$ cat config.mk
export PLATFORM = sky130hd
export DESIGN_NAME = thread_scheduler_sync_engine_flat
export DESIGN_NICKNAME = d
export VERILOG_FILES = /design/src/rtl/tss_pkg.sv /design/src/rtl/tss_if.sv /design/src/rtl/tss_ram.sv /design/src/rtl/thread_scheduler_sync_engine.sv /design/src/flat_wrapper.sv
export SDC_FILE = /design/constraint.sdc
export NUM_CORES = 1
export LEC_CHECK = 0
export BUFFER_PORTS_ARGS = -buffer_cell sky130_fd_sc_hd__buf_2
export CAP_MARGIN = 30
export CORE_ASPECT_RATIO = 0.7
export CORE_MARGIN = 3
export CORE_UTILIZATION = 59
export CTS_BUF_LIST = sky130_fd_sc_hd__clkbuf_8
export CTS_CLUSTER_DIAMETER = 40
export DETAILED_ROUTE_END_ITERATION = 16
export PLACE_DENSITY = 0.88
export SLEW_MARGIN = 25
export SYNTH_ARGS = -nofsm -noshare
export SYNTH_HDL_FRONTEND = slang
export SYNTH_HIERARCHICAL = 1
export SYNTH_SLANG_ARGS = --single-unit
$ cat constraint.sdc
create_clock -name clk -period 3.9 [get_ports clk]
set_clock_uncertainty 0.05 [all_clocks]
set_input_delay 0.39 -clock clk [delete_from_list [all_inputs] [get_ports clk]]
set_output_delay 0.39 -clock clk [all_outputs]
set_load 0.02 [all_outputs]
$ cat src/rtl/tss_pkg.sv
// Package for the thread scheduler: event kinds, thread states, status codes,
// sequencer states and the beat types of both channels. No dependencies.
`timescale 1ns / 1ps
package tss_pkg;

  typedef enum logic [3:0] {
    K_YIELD     = 4'd0,
    K_FORK      = 4'd1,
    K_EXIT      = 4'd2,
    K_LOCK      = 4'd3,
    K_UNLOCK    = 4'd4,
    K_WAIT      = 4'd5,
    K_SIGNAL    = 4'd6,
    K_BROADCAST = 4'd7,
    K_JOIN      = 4'd8
  } kind_t;

  typedef enum logic [2:0] {
    ST_FREE    = 3'd0,
    ST_RUNNING = 3'd1,
    ST_READY   = 3'd2,
    ST_BLOCKED = 3'd3,
    ST_DONE    = 3'd4
  } tstat_t;

  localparam logic [1:0] STAT_OK      = 2'd0;
  localparam logic [1:0] STAT_NO_SLOT = 2'd1;
  localparam logic [1:0] STAT_NOT_OWN = 2'd2;

  typedef enum logic [2:0] {
    S_IDLE,
    S_DISPATCH,
    S_POP_RD,
    S_POP_DONE,
    S_WAKE,
    S_PARK,
    S_OUT
  } state_t;

  typedef enum logic [1:0] {
    R_YIELD,
    R_UNLOCK,
    R_WAKE
  } pop_role_t;

  typedef struct packed {
    logic [3:0] kind;
    logic [2:0] mutex_index;
    logic [2:0] cond_index;
    logic [3:0] join_thread;
  } event_beat_t;

  typedef struct packed {
    logic [3:0] running_thread;
    logic       switched;
    logic [3:0] forked_slot;
    logic       join_done;
    logic [1:0] status;
  } result_beat_t;

endpackage

$ cat src/rtl/tss_if.sv
// Valid/ready channel for one beat of payload of type T.
// Depends on nothing.
`timescale 1ns / 1ps
interface tss_if #(parameter type T = logic) ();
  logic valid;
  logic ready;
  T     data;
  modport source (output valid, output data, input ready);
  modport sink   (input valid, input data, output ready);
endinterface

$ cat src/rtl/tss_ram.sv
// Generic single-port-write, single-port-read RAM with registered read.
// Depends on nothing.
`timescale 1ns / 1ps
module tss_ram #(
  parameter int WIDTH = 8,
  parameter int DEPTH = 16
) (
  input  logic                     clk,
  input  logic                     we,
  input  logic [$clog2(DEPTH)-1:0] waddr,
  input  logic [WIDTH-1:0]         wdata,
  input  logic [$clog2(DEPTH)-1:0] raddr,
  output logic [WIDTH-1:0]         rdata
);
  logic [WIDTH-1:0] mem [DEPTH];
  always_ff @(posedge clk) begin
    if (we) mem[waddr] <= wdata;
    rdata <= mem[raddr];
  end
endmodule

$ cat src/rtl/thread_scheduler_sync_engine.sv
// Top level of the thread scheduler: sequencer over the link memory.
// Depends on tss_pkg, tss_if and tss_ram.
//
//  channel  dir  beat contents
//  evt      in   kind, mutex_index, cond_index, join_thread
//  res      out  running_thread, switched, forked_slot, join_done, status
//
// A result is registered in S_OUT after its event is dispatched. Each dequeue
// goes through the registered link read (S_POP_RD, S_POP_DONE), each wakeup
// push through S_WAKE and the condition park of a wait through S_PARK; a
// broadcast wakes its threads one after another. Reset is synchronous and
// leaves slot 0 running. A result waits in its output register until taken,
// and the next event is accepted in the cycle after that.
`timescale 1ns / 1ps
module thread_scheduler_sync_engine #(
  parameter int THREAD_SLOTS = 16,
  parameter int MUTEX_COUNT  = 8,
  parameter int COND_COUNT   = 8
) (
  input logic clk,
  input logic rst,
  tss_if.sink   evt,
  tss_if.source res
);
  import tss_pkg::*;

  localparam int TW = (THREAD_SLOTS > 1) ? $clog2(THREAD_SLOTS) : 1;
  localparam int QC = 1 + MUTEX_COUNT + COND_COUNT;
  localparam int QW = $clog2(QC);
  localparam int MW = (MUTEX_COUNT > 1) ? $clog2(MUTEX_COUNT) : 1;
  localparam int CTW = $clog2(THREAD_SLOTS + 1);
  localparam logic [QW-1:0] READY_Q = '0;

  state_t state, state_next;

  tstat_t        tstat [THREAD_SLOTS];
  logic [TW-1:0] run_id;
  logic [TW-1:0] start_id;
  logic [TW-1:0] qhead [QC];
  logic [TW-1:0] qtail [QC];
  logic          qne   [QC];
  logic          mheld [MUTEX_COUNT];
  logic [TW-1:0] mown  [MUTEX_COUNT];

  logic [3:0]     kind;
  logic [MW-1:0]  m_idx;
  logic [QW-1:0]  cq;
  logic [3:0]     jt;
  logic [1:0]     stat;
  logic [TW-1:0]  newt;
  logic           jdone;
  logic [CTW-1:0] cnt;
  logic [QW-1:0]  pop_q, pop_q_next;
  pop_role_t      pop_role, role_next;
  logic           ld_pop;
  logic [TW-1:0]  woken;

  logic          push_en;
  logic [QW-1:0] push_q;
  logic [TW-1:0] push_t;

  logic          lk_we;
  logic [TW-1:0] lk_wa, lk_wd, lk_ra, lk_rd;

  tss_ram #(.WIDTH(TW), .DEPTH(THREAD_SLOTS)) u_link (
    .clk(clk), .we(lk_we), .waddr(lk_wa), .wdata(lk_wd), .raddr(lk_ra), .rdata(lk_rd)
  );

  logic [3:0] r_run, r_new;
  logic       r_sw, r_jd;
  logic [1:0] r_st;

  function automatic logic [MW-1:0] wrap_m(input logic [2:0] v);
    logic [MW-1:0] r;
    r = '0;
    for (int k = 0; k < 8; k++) if (v == 3'(k)) r = MW'(k % MUTEX_COUNT);
    return r;
  endfunction

  function automatic logic [QW-1:0] cond_q(input logic [2:0] v);
    logic [QW-1:0] r;
    r = '0;
    for (int k = 0; k < 8; k++) if (v == 3'(k)) r = QW'(1 + MUTEX_COUNT + k % COND_COUNT);
    return r;
  endfunction

  function automatic logic [QW-1:0] mq(input logic [MW-1:0] m);
    return QW'(32'(m) + 1);
  endfunction

  assign evt.ready = (state == S_IDLE) && !res.valid;
  assign res.data.running_thread = r_run;
  assign res.data.switched       = r_sw;
  assign res.data.forked_slot    = r_new;
  assign res.data.join_done      = r_jd;
  assign res.data.status         = r_st;

  logic          ready_ne;
  logic          running_now;
  logic          owner_ok;
  logic          join_hit;
  logic          free_found;
  logic [TW-1:0] free_idx;
  logic [TW-1:0] pop_h;
  logic          pop_last;

  assign ready_ne    = qne[READY_Q];
  assign running_now = (tstat[run_id] == ST_RUNNING);
  assign owner_ok    = mheld[m_idx] && (mown[m_idx] == run_id);
  assign join_hit    = (32'(jt) < THREAD_SLOTS) && (tstat[TW'(jt)] == ST_DONE);
  assign pop_h       = qhead[pop_q];
  assign pop_last    = (pop_h == qtail[pop_q]);

  always_comb begin
    free_found = 1'b0;
    free_idx   = '0;
    for (int i = THREAD_SLOTS - 1; i >= 0; i--) begin
      if (tstat[i] == ST_FREE) begin
        free_found = 1'b1;
        free_idx   = TW'(i);
      end
    end
  end

  // The tail link is never read, so a push writes only the old tail's link.
  always_comb begin
    lk_we = push_en && qne[push_q];
    lk_wa = qtail[push_q];
    lk_wd = push_t;
    lk_ra = pop_h;
  end

  always_ff @(posedge clk) begin
    if (rst) state <= S_IDLE;
    else state <= state_next;
  end

  always_comb begin
    state_next = state;
    push_en    = 1'b0;
    push_q     = READY_Q;
    push_t     = run_id;
    ld_pop     = 1'b0;
    pop_q_next = READY_Q;
    role_next  = R_YIELD;
    case (state)
      S_IDLE: begin
        if (evt.valid && evt.ready) state_next = S_DISPATCH;
      end
      S_DISPATCH: begin
        state_next = S_OUT;
        case (kind)
          K_YIELD: begin
            if (ready_ne) begin
              push_en = running_now; ld_pop = 1'b1; state_next = S_POP_RD;
            end
          end
          K_FORK: begin
            if (free_found) push_en = running_now;
          end
          K_EXIT: begin
            if (ready_ne) begin
              ld_pop = 1'b1; state_next = S_POP_RD;
            end
          end
          K_LOCK: begin
            if (mheld[m_idx]) begin
              push_en = running_now;
              push_q  = mq(m_idx);
              if (ready_ne) begin
                ld_pop = 1'b1; state_next = S_POP_RD;
              end
            end
          end
          K_UNLOCK, K_WAIT: begin
            if (owner_ok && qne[mq(m_idx)]) begin
              ld_pop = 1'b1; pop_q_next = mq(m_idx); role_next = R_UNLOCK;
              state_next = S_POP_RD;
            end else if (kind == K_WAIT) begin
              state_next = S_PARK;
            end
          end
          K_SIGNAL, K_BROADCAST: begin
            if (qne[cq]) begin
              ld_pop = 1'b1; pop_q_next = cq; role_next = R_WAKE; state_next = S_POP_RD;
            end
          end
          K_JOIN: begin
            if (!join_hit && ready_ne) begin
              push_en = running_now; ld_pop = 1'b1; state_next = S_POP_RD;
            end
          end
          default: ;
        endcase
      end
      S_POP_RD: state_next = S_POP_DONE;
      S_POP_DONE: state_next = (pop_role == R_YIELD) ? S_OUT : S_WAKE;
      S_WAKE: begin
        push_en    = 1'b1;
        push_t     = woken;
        state_next = S_OUT;
        if (pop_role == R_UNLOCK) begin
          if (kind == K_WAIT) state_next = S_PARK;
        end else if (kind == K_BROADCAST && 32'(cnt) < THREAD_SLOTS && qne[cq]) begin
          ld_pop = 1'b1; pop_q_next = cq; role_next = R_WAKE; state_next = S_POP_RD;
        end
      end
      S_PARK: begin
        push_en    = running_now;
        push_q     = cq;
        state_next = S_OUT;
        if (ready_ne) begin
          ld_pop = 1'b1; state_next = S_POP_RD;
        end
      end
      S_OUT: state_next = S_IDLE;
      default: state_next = S_IDLE;
    endcase
  end

  always_ff @(posedge clk) begin
    if (rst) begin
      for (int i = 0; i < THREAD_SLOTS; i++) tstat[i] <= (i == 0) ? ST_RUNNING : ST_FREE;
      for (int i = 0; i < QC; i++) qne[i] <= 1'b0;
      for (int i = 0; i < MUTEX_COUNT; i++) mheld[i] <= 1'b0;
      run_id    <= '0;
      res.valid <= 1'b0;
    end else begin
      if (state == S_OUT) res.valid <= 1'b1;
      else if (res.ready) res.valid <= 1'b0;
      if (push_en) begin
        if (!qne[push_q]) qhead[push_q] <= push_t;
        qtail[push_q] <= push_t;
        qne[push_q]   <= 1'b1;
      end
      if (ld_pop) begin
        pop_q    <= pop_q_next;
        pop_role <= role_next;
      end
      case (state)
        S_IDLE: begin
          if (evt.valid && evt.ready) begin
            kind     <= evt.data.kind;
            m_idx    <= wrap_m(evt.data.mutex_index);
            cq       <= cond_q(evt.data.cond_index);
            jt       <= evt.data.join_thread;
            stat     <= STAT_OK;
            newt     <= '0;
            jdone    <= 1'b0;
            start_id <= run_id;
          end
        end
        S_DISPATCH: begin
          case (kind)
            K_YIELD: begin
              if (ready_ne && running_now) tstat[run_id] <= ST_READY;
            end
            K_FORK: begin
              if (free_found) begin
                if (running_now) tstat[run_id] <= ST_READY;
                tstat[free_idx] <= ST_RUNNING;
                run_id <= free_idx;
                newt   <= free_idx;
              end else begin
                stat <= STAT_NO_SLOT;
              end
            end
            K_EXIT: begin
              if (running_now) tstat[run_id] <= ST_DONE;
            end
            K_LOCK: begin
              if (mheld[m_idx]) begin
                if (running_now) tstat[run_id] <= ST_BLOCKED;
              end else begin
                mheld[m_idx] <= 1'b1;
                mown[m_idx]  <= run_id;
              end
            end
            K_UNLOCK, K_WAIT: begin
              if (!owner_ok) stat <= STAT_NOT_OWN;
              else mheld[m_idx] <= 1'b0;
            end
            K_SIGNAL, K_BROADCAST: begin
              cnt <= '0;
            end
            K_JOIN: begin
              if (join_hit) jdone <= 1'b1;
              else if (ready_ne && running_now) tstat[run_id] <= ST_READY;
            end
            default: ;
          endcase
        end
        S_POP_DONE: begin
          if (pop_last) qne[pop_q] <= 1'b0;
          else qhead[pop_q] <= lk_rd;
          case (pop_role)
            R_YIELD: begin
              tstat[pop_h] <= ST_RUNNING;
              run_id       <= pop_h;
            end
            R_UNLOCK: begin
              mheld[m_idx] <= 1'b1;
              mown[m_idx]  <= pop_h;
              woken        <= pop_h;
            end
            R_WAKE: begin
              woken <= pop_h;
              cnt   <= cnt + CTW'(1);
            end
            default: ;
          endcase
        end
        S_WAKE: begin
          tstat[woken] <= ST_READY;
        end
        S_PARK: begin
          if (running_now) tstat[run_id] <= ST_BLOCKED;
        end
        S_OUT: begin
          r_run <= 4'(run_id);
          r_sw  <= (run_id != start_id);
          r_new <= 4'(newt);
          r_jd  <= jdone;
          r_st  <= stat;
        end
        default: ;
      endcase
    end
  end

endmodule

$ cat src/flat_wrapper.sv
// flat-port wrapper written by rule: the top's interface ports become plain ports
module thread_scheduler_sync_engine_flat import tss_pkg::*;
#(
  parameter int THREAD_SLOTS = 16,
  parameter int MUTEX_COUNT  = 8,
  parameter int COND_COUNT   = 8
)
  (clk, rst, evt_valid, evt_data, evt_ready, res_valid, res_data, res_ready);
  tss_if #(.T(event_beat_t)) evt_i ();
  tss_if #(.T(result_beat_t)) res_i ();
  input logic clk;
  input logic rst;
  input wire logic [$bits(evt_i.valid)-1:0] evt_valid;
  input wire logic [$bits(evt_i.data)-1:0] evt_data;
  output wire logic [$bits(evt_i.ready)-1:0] evt_ready;
  output wire logic [$bits(res_i.valid)-1:0] res_valid;
  output wire logic [$bits(res_i.data)-1:0] res_data;
  input wire logic [$bits(res_i.ready)-1:0] res_ready;
  assign evt_i.valid = evt_valid;
  assign evt_i.data = evt_data;
  assign evt_ready = evt_i.ready;
  assign res_valid = res_i.valid;
  assign res_data = res_i.data;
  assign res_i.ready = res_ready;
  thread_scheduler_sync_engine #(.THREAD_SLOTS(THREAD_SLOTS), .MUTEX_COUNT(MUTEX_COUNT), .COND_COUNT(COND_COUNT)) u_core (.clk(clk), .rst(rst), .evt(evt_i), .res(res_i));
endmodule
# == Word level (Yosys, flattened, before mapping) ==
# Memories as Yosys holds them, arrays and structs flattened. A register that Yosys moved wholly into a read port is not among the register bits.
# Index checks and enable logic that the tools add are counted.
# Widths: inputs -> output; s select.
# word_totals
register_bits,63
output_inout_bits,14
ram_bits,305
wordCells,364
n_memories,7
input_bits,18
# op_classes
n_bitwise,9
reduce_logical,57
n_eq_ne,46
muxes,220
n_addsub,2
magnitude_cmp,1
# mem_list
name,words,width,rd,rd_ports_with_merged_regs,wr,line,rtl
u_core.qhead,17,4,1,1,1,thread_scheduler_sync_engine.sv:39,logic [TW-1:0] qhead [QC];
u_core.qtail,17,4,2,1,1,thread_scheduler_sync_engine.sv:40,logic [TW-1:0] qtail [QC];
u_core.u_link.mem,16,4,1,1,1,tss_ram.sv:15,logic [WIDTH-1:0] mem [DEPTH];
u_core.tstat,16,3,18,2,16,thread_scheduler_sync_engine.sv:36,tstat_t tstat [THREAD_SLOTS];
u_core.mown,8,4,1,0,1,thread_scheduler_sync_engine.sv:43,logic [TW-1:0] mown [MUTEX_COUNT];
u_core.qne,17,1,4,1,17,thread_scheduler_sync_engine.sv:41,logic qne [QC];
1 more memories,--,--,--,--,--,--,
# op_table
cell,count
$mux 4,37
$mux 1,121
$mux 5,15
$logic_not 3->1,18
$mux 3,18
$pmux 5 s2,4
$eq 3x3->1 const B,12
$mux 2,12
$eq 3x2->1 const B,6
$pmux 3 s6,1
$eq 4x3->1 const B,4
$pmux 2 s2,4
$pmux 4 s2,2
$pmux 3 s5,1
$eq 3x1->1 const B,4
$reduce_or 3->1,4
$reduce_and 5->1,2
$reduce_or 2->1,5
$logic_and 1x1->1,9
$ne 3x3->1 const B,3
$eq 4x2->1 const B,2
$eq 4x4->1,2
$ne 2x1->1 const B,4
$ne 2x2->1 const B,4
24 further kinds,41

# == Depth between registers and ports, before layout ==
# An unclocked memory read counts as a cell.
# logic_depth
word_depth,32
ltp_mapped,16
mapped_depth_nobuf,11

# == Cells and area by module ==
# The synthesis kept the hierarchy.
# modules_own_cells
module,cells_per_inst,area_per_inst_um2,seq_area_each_um2,n_inst
thread_scheduler_sync_engine,1449,16938.7,9379.0,1
tss_ram,130,2666.3,2001.9,1

# == Worst setup path after synthesis ==
# OpenSTA, ideal clock, no wires.
# synth_timing
path_kind,register -> register
from,register u_core.m_idx[0]
to,"memory u_core/u_link/mem[0][0] in the netlist's numbering, enable pin"
slack_ps,-276
synth_period_minus_slack_ps,4176
setup_ps,361
t_required_ps,3489
path_buffers,6
path_stages_with_launch,17
arrival_ps,3764
cell_sequence,edfxtp_1 -> buf_6 -> mux2_1 -> mux4_2 -> buf_6 -> a31o_1 -> buf_6 -> buf_6 -> clkbuf_1 -> buf_2 -> nand2_1 -> nand3_1 -> a31oi_1 -> a2bb2oi_1 -> o21ai_0 -> or3b_2 -> nor3_1
# synth_between
elab_cells_between_ends,13
classes_between,add/sub (1); mux (8); reduce/logical (1); memory (3)
# synth_rtl
item,line,rtl
"start, declared",thread_scheduler_sync_engine.sv:46,logic [MW-1:0] m_idx;
"start signal, assigned",thread_scheduler_sync_engine.sv:244,m_idx <= wrap_m(evt.data.mutex_index);
$mem_v2 8x1 / $add 3x1->4 (equally long branches),--,
$mux 5 (*),thread_scheduler_sync_engine.sv:167,if (mheld[m_idx]) begin
$mux 5 (*),thread_scheduler_sync_engine.sv:152,case (kind)
$pmux 5 s2 (*),thread_scheduler_sync_engine.sv:146,case (state)
$mem_v2 17x4 (*),--,
net u_core.lk_wa[2],thread_scheduler_sync_engine.sv:63,"logic [TW-1:0] lk_wa, lk_wd, lk_ra, lk_rd;"
"end, declared",tss_ram.sv:15,
# The timed path passes the listed nets; every way through them passes the cells marked *.

# == Final worst setup path ==
# layout_timing
from,register u_core.m_idx[0]
to,"memory u_core/qhead[2][3] in the netlist's numbering, enable pin"
# layout_between
elab_chain_len,10
elab_cells_between_ends,15
classes_between,add/sub (1); mux (12); memory (2)
# layout_rtl
item,line,rtl
$mem_v2 8x1 / $add 3x1->4 (equally long branches),--,
$mux 5,thread_scheduler_sync_engine.sv:167,
$mux 5,thread_scheduler_sync_engine.sv:152,
$pmux 5 s2,thread_scheduler_sync_engine.sv:146,
$mem_v2 17x1,--,
$mux 1,thread_scheduler_sync_engine.sv:232,if (!qne[push_q]) qhead[push_q] <= push_t;
$mux 1,thread_scheduler_sync_engine.sv:231,if (push_en) begin
$mux 1,thread_scheduler_sync_engine.sv:222,if (rst) begin
$mux 1 (not written as such),thread_scheduler_sync_engine.sv:232,
$mux 1 (no source line),--,
"end, declared",thread_scheduler_sync_engine.sv:39,
# Parallel ways exist; a longest one is shown, timed or not.

==> results.py <==
metrics = {
    "setup_path": {
        "critical_path.endpoint_type": "flop",
        "path_max_fanout": 8,
        "crit_type": "flop to flop",
        "crit_path_start_kind": "flop",
        "critical_path_arrival_ps": 4480,
        "cp_data_required_time_ps": 4210,
    },
    "pwr": {
        "power.density_nw_per_um2": 475.8,
        "comb_power_share": 0.208,
        "leakage_nw": 8.318,
        "p_seq_frac": 0.474,
        "swShare": 0.3014,
        "p_int_w": 0.007613,
        "clock_power_share": 0.317,
        "p_sw_w": 0.003284,
        "vdd_drop_max_mv": 0.3342,
        "p_total_w": 0.01090,
    },
    "detailed_routing": {
        "via_per_inst": 6.742,
        "ant_nets": 0,
        "drt-wirelength-per-cell_um": 24.76,
        "drt_iter0_drc": 2645,
        "drc": 0,
        "vias": 15034,
        "routed_wl_um": 55210,
        "first_pass_iters": 7,
    },
    "cells_and_area": {
        "area_growth_pct": 16.82,
        "layout.nets": 1779,
        "utilization": 0.7036,
        "layout_commonest_cell": "edfxtp_1",
        "drive_gt1_frac": 0.2463,
        "fin_cells": 2230,
        "final_cell_mix": "edfxtp_1, nand2_1, buf_4, nor2_1, nand3_1",
        "num_antenna_cells": 0,
    },
    "yosys": {
        "syn_inst": 1579,
        "syn_nets": 1606,
        "ys_seq_area_frac": 0.5805,
        "synth.distinct_cells": 94,
        "synth_ff_type": "edfxtp_1",
        "synthTopCellsByArea": "edfxtp_1, dfxtp_1, mux4_2",
        "synth_top_area_share": 0.5009,
        "synthArstFlopShare": 0,
        "synth_top_area_cell": "edfxtp_1",
        "syn_avg_cell_area_um2": 12.42,
        "ys_warn_count": 6,
        "synth_edf_count": 327,
        "synth_area_um2": 19610,
        "synth-seq-cells": 405,
    },
    "sta": {
        "period_minus_slack_ps": 4164,
        "period_share": 1.068,
        "hold_violations": 0,
        "grt_setup_unrepaired": "true",
        "report.final.slew_viol_count": 0,
        "fmax_mhz": 240.2,
        "worst_slack_ps": -263.9,
        "setup_viol": 132,
        "max-slew-margin-rel": 0.3537,
        "tightest_slew_ps": 962.0,
        "tns_ps": -22950,
    },
    "run_status": {
        "violations": "negative setup slack",
        "status": "finished with violations",
    },
    "run": {
        "cap_viol_max_count": 0,
    },
    "global_route": {
        "grt_pass1_vias": 14364,
        "grt_max_degree": 35,
        "grt_pass1_wl_um": 83710,
        "antenna_found_initial": 0,
        "grt_overflow": 0,
        "grt_usage": 0.3063,
    },
    "clock_network": {
        "h-tree-depth": 2,
        "root_buffer": "clkbuf_8",
        "numCtsBuffers": 59,
        "clock_sinks": 405,
        "cts_tree": "built",
        "cts_buffer_depth": 3,
        "clk_latency_ps": 650,
        "clk_pin_slew_ps": 60,
    },
    "floorplanning": {
        "placementRows": 55,
        "start_util": 0.6023,
        "fp.dieH_um": 158.5,
        "die_w_um": 223.9,
        "ios": 32,
        "coreArea_um2": 32550,
        "dieArea_um2": 35490,
    },
    "placement": {
        "place_hpwl_um": 37900,
        "port_buffers": 31,
        "gp_congestion": 1.011,
        "dpl.cell_count": 2085,
    },
    "worst_hold_path": {
        "hold_class": "primary input to flop",
    },
}
-- power groups by stage --
stage	Clock (W)	Combinational [W]	Sequential [W]
3_5_place_dp	0	0.00203	0.00525
5_1_grt	0.00370	0.00239	0.00518
3_3_place_gp	0	0.00197	0.00523
4_1_cts	0.00351	0.00210	0.00516
6_report	0.00346	0.00227	0.00517
2_1_floorplan	0	0.00133	0.00515
-- layout make-up --
| class | count | area, um2 |
|---|---|---|
| multi-input combinational | 1047 | 7976 |
| timing repair buffer | 206 | 1672 |
| fill | 2102 | 9647 |
| inverter | 33 | 123.9 |
| tap | 427 | 534.3 |
| clock buffer | 67 | 922.1 |
| clock inverter | 45 | 292.8 |
| sequential | 405 | 11380 |
-- final timing paths --
kind                         from            endpoint  slack (ps)  cells after the start
setup reg to reg  u_core/m_idx[0]  u_core/qhead[2][3]        -260                     14
hold / removal        evt_data[6]        u_core/cq[4]         110                      3
hold reg to reg    u_core/newt[1]     u_core/r_new[1]         370                      0
setup / recovery  u_core/m_idx[0]  u_core/qhead[2][3]        -260                     14
-- per-layer routing --
layer / vias to the layer above / track usage / part of all wire
met5: - / 0 / 0
li1: 6425 / - / -
met4: 0 / 0.08704 / 0.028
met3: 169 / 0.08975 / 0.15
met1: 7213 / 0.4605 / 0.40
met2: 1227 / 0.4368 / 0.42
-- repair_timing --
item | 4_1_cts | 5_1_grt
pin swaps | 12 | 13
gates cloned | 1 | 2
setup endpoints to repair | 108 | 166
hold endpoints to repair | 16 | 0
setup buffers | 11 | 7
gates resized for setup | 31 | 49
hold buffers | 12 | 0
-- logic make-up (layout without fill, tap and decap cells) --
group | after synthesis | count (layout) | share of synthesized area
AO/OA/AOI/OAI | 255 | 255 | 0.08980
XOR/XNOR | 21 | 21 | 0.009382
adder cells (fa/ha/maj) | 9 | 9 | 0.005744
buffers and inverters | 127 | 351 | 0.03057
flip-flops | 405 | 405 | 0.5805
multiplexers | 164 | 164 | 0.1313
AND/OR/NAND/NOR | 598 | 598 | 0.1527
-- Yosys cell counts, drive strengths merged, types with 31 or more instances --
library cell	instances
clkbuf	55
mux4	67
a21oi	47
dfxtp	78
nor2	126
nand2	148
mux2i	66
nor3	78
mux2	31
buf	39
inv	31
nand3	87
nor2b	32
edfxtp	327
o21ai	70
-- registers in the layout, summed over array words and instances (netlist names), 3 cells and up, named ones only --
register             flops
u_core/qtail            68
u_core/cnt               5
u_core/tstat            48
u_core/jt                4
u_core/run_id            4
u_core/newt              4
u_core/r_run             4
u_core/u_link/rdata      4
u_core/r_new             4
u_core/cq                5
u_core/u_link/mem       64
u_core/m_idx             3
u_core/pop_q             5
u_core/state             3
u_core/mown             32
u_core/kind              4
u_core/start_id          4
u_core/mheld             8
u_core/qhead            68
u_core/woken             4
u_core/qne              32
-- through the flow --
| stage | hold slack (ps) | setup WS [ps] | cell area (um2) |
|---|---|---|---|
| finish | 106.7 | -263.9 | 22900 |
| global route | 139.6 | -281.1 | 22900 |
| CTS | 83.39 | 4.258 | 22570 |
| detailed placement | 354.5 | -106.0 | 21000 |
| global placement | 354.5 | -22.65 | 20990 |
| floorplan | 350.3 | -92.02 | 19630 |
-- critical path, stage by stage (launching register included) --
cell and delay [ps]:
edfxtp_1 580, mux2_4 340, mux4_2 500, buf_6 150, a31o_4 280, buf_4 190
mux2i_1 260, o221ai_1 180, o21ai_0 120, nand4_1 260, buf_4 230, o22a_1 210
buf_12 170, nor3_2 190, buf_4 170
Power figures use the tool's default switching activity.
